==> src/sv/rgb_led_pulse_frame_encoder_core_macros.svh <==
// Assertion helpers used by the encoder RTL.
`ifndef RGB_LED_PULSE_FRAME_ENCODER_CORE_MACROS_SVH
`define RGB_LED_PULSE_FRAME_ENCODER_CORE_MACROS_SVH

// Property must hold on every rising clock edge outside reset.
`define RLPFE_ASSERT_ALWAYS(name, clk, rstn, prop) \
  name: assert property (@(posedge clk) disable iff (!rstn) (prop)) \
    else $error("rlpfe assertion failed");

// Same-cycle implication outside reset.
`define RLPFE_ASSERT_IMPL(name, clk, rstn, ante, cons) \
  name: assert property (@(posedge clk) disable iff (!rstn) (ante) |-> (cons)) \
    else $error("rlpfe implication failed");

// Next-cycle implication outside reset.
`define RLPFE_ASSERT_NEXT(name, clk, rstn, ante, cons) \
  name: assert property (@(posedge clk) disable iff (!rstn) (ante) |=> (cons)) \
    else $error("rlpfe next-cycle implication failed");

`endif

==> src/sv/rlpfe_pkg.sv <==
package rlpfe_pkg;

  localparam int unsigned DataBits        = 24;
  localparam int unsigned ResetSlots      = 80;
  localparam int unsigned TotalSlots      = DataBits + ResetSlots;
  localparam int unsigned SlotPosW        = $clog2(TotalSlots + 1);
  localparam int unsigned BitIdxW         = $clog2(DataBits);
  localparam logic [7:0]  BrightnessReset = 8'd255;

  localparam int unsigned PaddrW = 4;
  localparam int unsigned PdataW = 32;

  localparam logic [15:0] OneDutyReset  = 16'd136;
  localparam logic [15:0] ZeroDutyReset = 16'd68;

  typedef enum logic [1:0] {
    CmdSetColour = 2'd0,
    CmdSetBright = 2'd1,
    CmdPoll      = 2'd2,
    CmdTick      = 2'd3
  } cmd_e;

  typedef enum logic [1:0] {
    RegOneDuty  = 2'd0,
    RegZeroDuty = 2'd1,
    RegRgbOrder = 2'd2
  } reg_e;

endpackage

==> src/sv/rlpfe_if.sv <==
interface rlpfe_req_if;
  logic       valid;
  logic       ready;
  logic [1:0] command;
  logic [7:0] red;
  logic [7:0] green;
  logic [7:0] blue;
  logic [7:0] brightness_value;

  modport source (output valid, command, red, green, blue, brightness_value, input ready);
  modport sink   (input valid, command, red, green, blue, brightness_value, output ready);
endinterface

interface rlpfe_rsp_if;
  logic        valid;
  logic        ready;
  logic [15:0] slot_duty;
  logic        slot_valid;
  logic        frame_last;
  logic        busy_flag;
  logic        pending_flag;
  logic [7:0]  brightness_now;

  modport source (output valid, slot_duty, slot_valid, frame_last, busy_flag, pending_flag,
                  brightness_now, input ready);
  modport sink   (input valid, slot_duty, slot_valid, frame_last, busy_flag, pending_flag,
                  brightness_now, output ready);
endinterface

==> src/sv/rlpfe_scale.sv <==
module rlpfe_scale (
  input  logic [7:0] chan_i,
  input  logic [7:0] bright_i,
  output logic [7:0] scaled_o
);

  logic [15:0] prod;
  logic [16:0] biased;
  logic [16:0] corr;

  // round(c*b/255): (y + y/256 + 1) / 256 equals y / 255 for this range
  assign prod     = chan_i * bright_i;
  assign biased   = {1'b0, prod} + 17'd127;
  assign corr     = biased + {8'd0, biased[16:8]} + 17'd1;
  assign scaled_o = corr[15:8];

endmodule

==> src/sv/rgb_led_pulse_frame_encoder_core.sv <==
// Single-LED pulse-frame encoder. Each request (set colour, set brightness, poll start
// or slot tick) produces exactly one response, which sits in an output register, so
// with the response side ready a request is taken every clock. Set colour/brightness
// rescale each channel as (c*brightness+127)/255 with three small 8x8 multipliers and
// mark the frame pending; poll latches the packed word (GRB, or RGB when rgb_order is
// set) if a frame is pending and the block is idle. Each tick of a running frame yields
// one slot: 24 data slots, MSB first, at one_bit_duty or zero_bit_duty, then 80 reset
// slots at zero duty; frame_last flags the final one.
// Registers on APB: one_bit_duty at 0x0, zero_bit_duty at 0x4, rgb_order at 0x8;
// change them only while the block is idle.
`include "rgb_led_pulse_frame_encoder_core_macros.svh"

module rgb_led_pulse_frame_encoder_core (
  input  logic                           clk_i,
  input  logic                           rst_ni,
  rlpfe_req_if.sink                      req_i,
  rlpfe_rsp_if.source                    rsp_o,
  input  logic                           psel,
  input  logic                           penable,
  input  logic                           pwrite,
  input  logic [rlpfe_pkg::PaddrW-1:0]   paddr,
  input  logic [rlpfe_pkg::PdataW-1:0]   pwdata,
  output logic [rlpfe_pkg::PdataW-1:0]   prdata,
  output logic                           pready
);

  localparam int unsigned PosW = rlpfe_pkg::SlotPosW;

  logic [15:0] one_duty_q, zero_duty_q;
  logic        rgb_order_q;

  logic [7:0]  red_q, red_d, green_q, green_d, blue_q, blue_d;
  logic [7:0]  bright_q, bright_d;
  logic [23:0] target_q, target_d;
  logic [23:0] frame_q, frame_d;
  logic        pending_q, pending_d;
  logic        busy_q, busy_d;
  logic [PosW-1:0] pos_q, pos_d, pos_inc;

  logic        out_vld_q;
  logic [15:0] duty_q, duty_d;
  logic        sval_q, sval_d;
  logic        last_q, last_d;

  logic        accept;
  logic        rebuild;
  logic [7:0]  op_r, op_g, op_b, op_bright;
  logic [7:0]  sc_r, sc_g, sc_b;
  logic [rlpfe_pkg::BitIdxW-1:0] bit_idx;
  logic        cfg_wr;
  rlpfe_pkg::cmd_e cmd;
  rlpfe_pkg::reg_e reg_sel;

  // Configuration port
  assign pready  = 1'b1;
  assign cfg_wr  = psel && penable && pwrite;
  assign reg_sel = rlpfe_pkg::reg_e'(paddr[3:2]);

  always_ff @(posedge clk_i or negedge rst_ni) begin
    if (!rst_ni) begin
      one_duty_q  <= rlpfe_pkg::OneDutyReset;
      zero_duty_q <= rlpfe_pkg::ZeroDutyReset;
      rgb_order_q <= 1'b0;
    end else if (cfg_wr) begin
      case (reg_sel)
        rlpfe_pkg::RegOneDuty:  one_duty_q  <= pwdata[15:0];
        rlpfe_pkg::RegZeroDuty: zero_duty_q <= pwdata[15:0];
        rlpfe_pkg::RegRgbOrder: rgb_order_q <= pwdata[0];
        default: ;
      endcase
    end
  end

  always_comb begin
    case (reg_sel)
      rlpfe_pkg::RegOneDuty:  prdata = {16'd0, one_duty_q};
      rlpfe_pkg::RegZeroDuty: prdata = {16'd0, zero_duty_q};
      rlpfe_pkg::RegRgbOrder: prdata = {31'd0, rgb_order_q};
      default:                prdata = '0;
    endcase
  end

  // Request handling
  assign req_i.ready = !out_vld_q || rsp_o.ready;
  assign accept      = req_i.valid && req_i.ready;
  assign cmd         = rlpfe_pkg::cmd_e'(req_i.command);

  assign op_r      = (cmd == rlpfe_pkg::CmdSetColour) ? req_i.red   : red_q;
  assign op_g      = (cmd == rlpfe_pkg::CmdSetColour) ? req_i.green : green_q;
  assign op_b      = (cmd == rlpfe_pkg::CmdSetColour) ? req_i.blue  : blue_q;
  assign op_bright = (cmd == rlpfe_pkg::CmdSetBright) ? req_i.brightness_value : bright_q;

  rlpfe_scale u_scale_r (.chan_i(op_r), .bright_i(op_bright), .scaled_o(sc_r));
  rlpfe_scale u_scale_g (.chan_i(op_g), .bright_i(op_bright), .scaled_o(sc_g));
  rlpfe_scale u_scale_b (.chan_i(op_b), .bright_i(op_bright), .scaled_o(sc_b));

  assign pos_inc = pos_q + PosW'(1);
  assign bit_idx = rlpfe_pkg::BitIdxW'(rlpfe_pkg::DataBits - 1) - pos_q[rlpfe_pkg::BitIdxW-1:0];

  always_comb begin
    red_d     = red_q;
    green_d   = green_q;
    blue_d    = blue_q;
    bright_d  = bright_q;
    target_d  = target_q;
    frame_d   = frame_q;
    pending_d = pending_q;
    busy_d    = busy_q;
    pos_d     = pos_q;
    duty_d    = '0;
    sval_d    = 1'b0;
    last_d    = 1'b0;
    rebuild   = 1'b0;
    case (cmd)
      rlpfe_pkg::CmdSetColour: begin
        red_d   = req_i.red;
        green_d = req_i.green;
        blue_d  = req_i.blue;
        rebuild = 1'b1;
      end
      rlpfe_pkg::CmdSetBright: begin
        bright_d = req_i.brightness_value;
        rebuild  = 1'b1;
      end
      rlpfe_pkg::CmdPoll: begin
        if (pending_q && !busy_q) begin
          busy_d    = 1'b1;
          pending_d = 1'b0;
          frame_d   = target_q;
          pos_d     = '0;
        end
      end
      rlpfe_pkg::CmdTick: begin
        if (busy_q) begin
          sval_d = 1'b1;
          if (pos_q < PosW'(rlpfe_pkg::DataBits)) begin
            duty_d = frame_q[bit_idx] ? one_duty_q : zero_duty_q;
          end
          if (pos_inc == PosW'(rlpfe_pkg::TotalSlots)) begin
            last_d = 1'b1;
            busy_d = 1'b0;
            pos_d  = '0;
          end else begin
            pos_d = pos_inc;
          end
        end
      end
      default: ;
    endcase
    if (rebuild) begin
      target_d  = rgb_order_q ? {sc_r, sc_g, sc_b} : {sc_g, sc_r, sc_b};
      pending_d = 1'b1;
    end
  end

  always_ff @(posedge clk_i or negedge rst_ni) begin
    if (!rst_ni) begin
      red_q     <= '0;
      green_q   <= '0;
      blue_q    <= '0;
      bright_q  <= rlpfe_pkg::BrightnessReset;
      target_q  <= '0;
      frame_q   <= '0;
      pending_q <= 1'b1;
      busy_q    <= 1'b0;
      pos_q     <= '0;
      out_vld_q <= 1'b0;
    end else begin
      if (accept) begin
        red_q     <= red_d;
        green_q   <= green_d;
        blue_q    <= blue_d;
        bright_q  <= bright_d;
        target_q  <= target_d;
        frame_q   <= frame_d;
        pending_q <= pending_d;
        busy_q    <= busy_d;
        pos_q     <= pos_d;
        out_vld_q <= 1'b1;
      end else if (rsp_o.ready) begin
        out_vld_q <= 1'b0;
      end
    end
  end

  always_ff @(posedge clk_i) begin
    if (accept) begin
      duty_q <= duty_d;
      sval_q <= sval_d;
      last_q <= last_d;
    end
  end

  assign rsp_o.valid          = out_vld_q;
  assign rsp_o.slot_duty      = duty_q;
  assign rsp_o.slot_valid     = sval_q;
  assign rsp_o.frame_last     = last_q;
  assign rsp_o.busy_flag      = busy_q;
  assign rsp_o.pending_flag   = pending_q;
  assign rsp_o.brightness_now = bright_q;

  `RLPFE_ASSERT_ALWAYS(a_pos_range, clk_i, rst_ni, pos_q < PosW'(rlpfe_pkg::TotalSlots))
  `RLPFE_ASSERT_IMPL(a_idle_pos_zero, clk_i, rst_ni, !busy_q, pos_q == '0)
  `RLPFE_ASSERT_IMPL(a_last_ends_frame, clk_i, rst_ni, out_vld_q && last_q, sval_q && !busy_q)
  `RLPFE_ASSERT_NEXT(a_poll_starts, clk_i, rst_ni,
                     accept && cmd == rlpfe_pkg::CmdPoll && pending_q && !busy_q,
                     busy_q && !pending_q && pos_q == '0)

endmodule

==> src/flat_wrapper.sv <==
// flat-port wrapper written by rule: the top's interface ports become plain ports
module rgb_led_pulse_frame_encoder_core_flat 
  (clk_i, rst_ni, psel, penable, pwrite, paddr, pwdata, prdata, pready, req_i_valid, req_i_command, req_i_red, req_i_green, req_i_blue, req_i_brightness_value, req_i_ready, rsp_o_valid, rsp_o_slot_duty, rsp_o_slot_valid, rsp_o_frame_last, rsp_o_busy_flag, rsp_o_pending_flag, rsp_o_brightness_now, rsp_o_ready);
  rlpfe_req_if req_i_i ();
  rlpfe_rsp_if rsp_o_i ();
  input  logic clk_i;
  input  logic rst_ni;
  input  logic psel;
  input  logic penable;
  input  logic pwrite;
  input  logic [rlpfe_pkg::PaddrW-1:0] paddr;
  input  logic [rlpfe_pkg::PdataW-1:0] pwdata;
  output logic [rlpfe_pkg::PdataW-1:0] prdata;
  output logic pready;
  input wire logic [$bits(req_i_i.valid)-1:0] req_i_valid;
  input wire logic [$bits(req_i_i.command)-1:0] req_i_command;
  input wire logic [$bits(req_i_i.red)-1:0] req_i_red;
  input wire logic [$bits(req_i_i.green)-1:0] req_i_green;
  input wire logic [$bits(req_i_i.blue)-1:0] req_i_blue;
  input wire logic [$bits(req_i_i.brightness_value)-1:0] req_i_brightness_value;
  output wire logic [$bits(req_i_i.ready)-1:0] req_i_ready;
  output wire logic [$bits(rsp_o_i.valid)-1:0] rsp_o_valid;
  output wire logic [$bits(rsp_o_i.slot_duty)-1:0] rsp_o_slot_duty;
  output wire logic [$bits(rsp_o_i.slot_valid)-1:0] rsp_o_slot_valid;
  output wire logic [$bits(rsp_o_i.frame_last)-1:0] rsp_o_frame_last;
  output wire logic [$bits(rsp_o_i.busy_flag)-1:0] rsp_o_busy_flag;
  output wire logic [$bits(rsp_o_i.pending_flag)-1:0] rsp_o_pending_flag;
  output wire logic [$bits(rsp_o_i.brightness_now)-1:0] rsp_o_brightness_now;
  input wire logic [$bits(rsp_o_i.ready)-1:0] rsp_o_ready;
  assign req_i_i.valid = req_i_valid;
  assign req_i_i.command = req_i_command;
  assign req_i_i.red = req_i_red;
  assign req_i_i.green = req_i_green;
  assign req_i_i.blue = req_i_blue;
  assign req_i_i.brightness_value = req_i_brightness_value;
  assign req_i_ready = req_i_i.ready;
  assign rsp_o_valid = rsp_o_i.valid;
  assign rsp_o_slot_duty = rsp_o_i.slot_duty;
  assign rsp_o_slot_valid = rsp_o_i.slot_valid;
  assign rsp_o_frame_last = rsp_o_i.frame_last;
  assign rsp_o_busy_flag = rsp_o_i.busy_flag;
  assign rsp_o_pending_flag = rsp_o_i.pending_flag;
  assign rsp_o_brightness_now = rsp_o_i.brightness_now;
  assign rsp_o_i.ready = rsp_o_ready;
  rgb_led_pulse_frame_encoder_core u_core (.clk_i(clk_i), .rst_ni(rst_ni), .req_i(req_i_i), .rsp_o(rsp_o_i), .psel(psel), .penable(penable), .pwrite(pwrite), .paddr(paddr), .pwdata(pwdata), .prdata(prdata), .pready(pready));
endmodule
==> config.mk <==
export PLATFORM = sky130hd
export DESIGN_NAME = rgb_led_pulse_frame_encoder_core_flat
export DESIGN_NICKNAME = d
export VERILOG_FILES = /design/src/sv/rlpfe_pkg.sv /design/src/sv/rlpfe_if.sv /design/src/sv/rlpfe_scale.sv /design/src/sv/rgb_led_pulse_frame_encoder_core.sv /design/src/flat_wrapper.sv
export VERILOG_INCLUDE_DIRS = /design/src /design/src/sv
export SDC_FILE = /design/constraint.sdc
export NUM_CORES = 1
export LEC_CHECK = 0
export ABC_CLOCK_PERIOD_IN_PS = 9800
export BUFFER_PORTS_ARGS = -buffer_cell sky130_fd_sc_hd__buf_2
export CAP_MARGIN = 20
export CORE_UTILIZATION = 35
export DETAILED_ROUTE_END_ITERATION = 10
export GPL_ROUTABILITY_DRIVEN = 0
export PLACE_DENSITY = 0.5
export SYNTH_ARGS = -nofsm -noshare
export SYNTH_HDL_FRONTEND = slang
export SYNTH_SLANG_ARGS = --single-unit
==> constraint.sdc <==
create_clock -name clk_i -period 9.8 [get_ports clk_i]
set_clock_uncertainty 0.2 [all_clocks]
set_input_delay 0.98 -clock clk_i [delete_from_list [all_inputs] [get_ports clk_i]]
set_output_delay 0.98 -clock clk_i [all_outputs]
set_load 0.02 [all_outputs]
==> metrics.log <==
INFO  metric place_worst_setup_slack = 0.866 ns
INFO  metric num_antenna_cells = 0
INFO  metric number_of_antenna_violations_at_the_first_check_in_global_routing = 0
INFO  metric clockRootBuffer = sky130_fd_sc_hd__clkbuf_16
INFO  metric path_max_fanout = 12
INFO  metric timing.max_slew.rel_slack = 0.335
INFO  metric grt_usage = 0.171
INFO  metric time_the_worst_path_needs_with_i_o_delays_and_setup = 8.46 ns
INFO  metric layout.cells.most_common = sky130_fd_sc_hd__inv_1
INFO  metric timing.setup.critical_path_class = input port to flop
INFO  metric fp.dieW = 208 um
INFO  metric cp_slowest_stage_delay = 0.58 ns
INFO  metric numCtsBuffers = 17
INFO  metric worst_skew_pair.late_latency = 0.44 ns
INFO  metric drt-total-wl = 35900 um
INFO  metric fp.coreArea = 41900 um^2
INFO  metric cts.reportedPaths.clkPinSlew = 0.07 ns
INFO  metric vias_per_cell = 5.01
INFO  metric top_library_cells_by_usage_in_the_layout_fill_and_taps_aside = sky130_fd_sc_hd__inv_1, sky130_fd_sc_hd__nor2_1, sky130_fd_sc_hd__ha_1, sky130_fd_sc_hd__nand2_1, sky130_fd_sc_hd__fa_1
INFO  metric globalRoute.totalOverflow = 0
INFO  metric grt_start_max_net_pins = 74
INFO  metric ys_seq_area_frac = 0.244
INFO  metric timing.hold.worst.class = flop to flop
INFO  metric cts.htree.levels = 4
INFO  metric cts_tree = built
INFO  metric post_cts.resized_instances = 0
INFO  metric setup_repair_after_global_routing_missed_its_margin = false
INFO  metric ys_ff_latch = 141
INFO  metric yosysWarnings = 0
INFO  metric cpMaxStageDelayCell = sky130_fd_sc_hd__nor2b_1
INFO  metric mappedNetlistArea = 14900 um^2
INFO  metric grt_pass1_wl = 59700 um
INFO  metric finalWorstSetupSlack = 1.34 ns
INFO  metric finalHoldViolCount = 0
INFO  metric crit_top_cell = sky130_fd_sc_hd__fa_1
INFO  metric detail_route.wl_per_cell = 16.1 um
INFO  metric arrival = 8.55 ns
INFO  metric grt_pass1_vias = 11600
INFO  metric fin_nets = 2019
INFO  metric result_of_the_run = finished, final reports clean
INFO  metric achievable-frequency = 118 MHz
INFO  metric synth_enable_flop_cells = 18
INFO  metric powerDensity = 382 nW/um^2
INFO  metric detail-route-antenna-nets = 0
INFO  metric via_count = 11200
INFO  metric ys_types = 91
INFO  metric final.period_utilization = 0.863
INFO  metric postSynthAreaPerCell = 9.47 um^2
INFO  metric ys_top_cells_by_area = sky130_fd_sc_hd__dfrtp_1, sky130_fd_sc_hd__fa_1, sky130_fd_sc_hd__ha_1, sky130_fd_sc_hd__mux2_2, sky130_fd_sc_hd__inv_1
INFO  metric synth_top_cell_area_share = 0.185
INFO  metric max_slew.worst_pin.slew = 0.996 ns
INFO  metric critical_path_required = 9.89 ns
INFO  metric synthDominantAreaCellType = sky130_fd_sc_hd__dfrtp_1
INFO  metric postCtsSetupBuffers = 0
INFO  metric maxCapViolCount = 0
INFO  metric drcViolationCount = 0
INFO  metric detailedRoute.firstIterationViolations = 536
INFO  metric setup_total_negative_slack = 0 ns
INFO  metric p_leak = 0.00844 uW
INFO  metric slew_violations = 0
INFO  metric initial_cell_density_of_the_core = 0.355
INFO  metric final_layout_size_suffix_gt1_frac = 0.184
INFO  metric detailedRoute.firstPassIterationCount = 5
INFO  metric dpl.hpwl = 28100 um
INFO  metric worstSetupStartpointType = input port
INFO  metric ys_async_rst_share = 0.872
INFO  metric finalSetupViolCount = 0
INFO  metric fp.dieArea = 43400 um^2
INFO  metric clock_sink_count = 141
INFO  metric max-vdd-ir-drop = 0.215 mV
INFO  metric end_kind = flop
INFO  metric chipHeight = 208 um
INFO  metric areaGrowthSynthToFinish = 12.1%
INFO  metric max-clock-path-buffers = 2
INFO  metric io_buffers = 104
INFO  metric row_count = 75
INFO  metric hold_buffers = 0
INFO  metric dominantRegCellSynth = sky130_fd_sc_hd__dfrtp_1
INFO  metric syn_inst = 1574
INFO  metric io_pins = 140
## final timing paths
path | slack (ns) | cells after the start | startpoint | endpoint
worst max-delay path | 1.34 | 28 | req_i_command[0] | u_core.target_q[14]
worst min-delay path | 0.28 | 2 | u_core.target_q[6] | u_core.target_q[6]
worst max register to register | 2.14 | 26 | u_core.rsp_o.brightness_now[0] | u_core.target_q[14]
worst min register to register | 0.28 | 2 | u_core.target_q[6] | u_core.target_q[6]
max in group asynchronous | 7.62 | 2 | rst_ni | u_core.blue_q[4]
min in group asynchronous | 0.48 | 1 | rst_ni | u_core.rgb_order_q
## synthesized netlist by cell type (27+ instances only)
master and count:
sky130_fd_sc_hd__nand2_1 135, sky130_fd_sc_hd__fa_1 126, sky130_fd_sc_hd__xnor2_1 30, sky130_fd_sc_hd__a21o_1 27, sky130_fd_sc_hd__clkbuf_1 36, sky130_fd_sc_hd__o21ai_0 58
sky130_fd_sc_hd__nor2_1 180, sky130_fd_sc_hd__mux2i_1 66, sky130_fd_sc_hd__a21oi_1 39, sky130_fd_sc_hd__dfrtp_1 110, sky130_fd_sc_hd__ha_1 140, sky130_fd_sc_hd__mux2_2 76
sky130_fd_sc_hd__inv_1 195
## cell type report
class                   instances  area, um^2
repair buffers                132         746
flip-flops and latches        141        3630
fillers                      4143       25200
multi-input cells            1187       10300
well taps                     539         674
inverters                     197         739
clock buffers                  17         425
clock inverters                15         195
## per-layer routing
metal  global-route usage  part of all wire  vias up
li1                     -                 -     5499
met1                0.237              0.50     5398
met2                0.277              0.44      227
met3               0.0291             0.038       33
met4               0.0388             0.015        0
met5                    0                 0        -
## stage by stage
stage | cell area [um^2] | hold WS, ns | total power [uW] | util | std cells
6_report | 16700 | 0.281 | 6390 | 0.398 | 2228
5_1_grt | 16700 | 0.323 | 7110 | 0.398 | 2228
4_1_cts | 16700 | 0.286 | 6430 | 0.398 | 2228
3_5_place_dp | 16100 | 0.272 | 5690 | 0.384 | 2196
3_3_place_gp | 16100 | 0.262 | 5600 | 0.384 | 2196
2_1_floorplan | 15000 | 0.245 | 4600 | - | 1589
## registers in the layout, indices dropped and copies added, names as in the netlist, 16 cells and up
register,cells
u_core.frame_q,24
u_core.one_duty_q,16
u_core.rsp_o.slot_duty,16
u_core.target_q,24
u_core.zero_duty_q,16
## power by group
group / leakage [uW] / switching [uW] / internal, uW
combinational: 0.00642 / 2890 / 1990
sequential: 0.00172 / 93.6 / 726
clock: 0.000303 / 301 / 391
total: 0.00844 / 3280 / 3100
## critical path, delay by kind of cell
| kind | cells | cell delay, ns |
|---|---|---|
| compound gates | 11 | 2.48 |
| xor+xnor | 2 | 0.52 |
| fa+ha+maj | 6 | 2.65 |
| buf+inv | 4 | 0.40 |
| simple gates | 5 | 1.47 |
## cells by family after synthesis
family,Yosys count,share of synthesized area
simple gates,459,0.140
fa+ha+maj,266,0.287
buf+inv,261,0.0718
compound gates,248,0.114
mux,149,0.112
flops,141,0.244
xor+xnor,48,0.0302
other cells,2,0.000504
No activity file was read; power rests on OpenSTA's default activity.
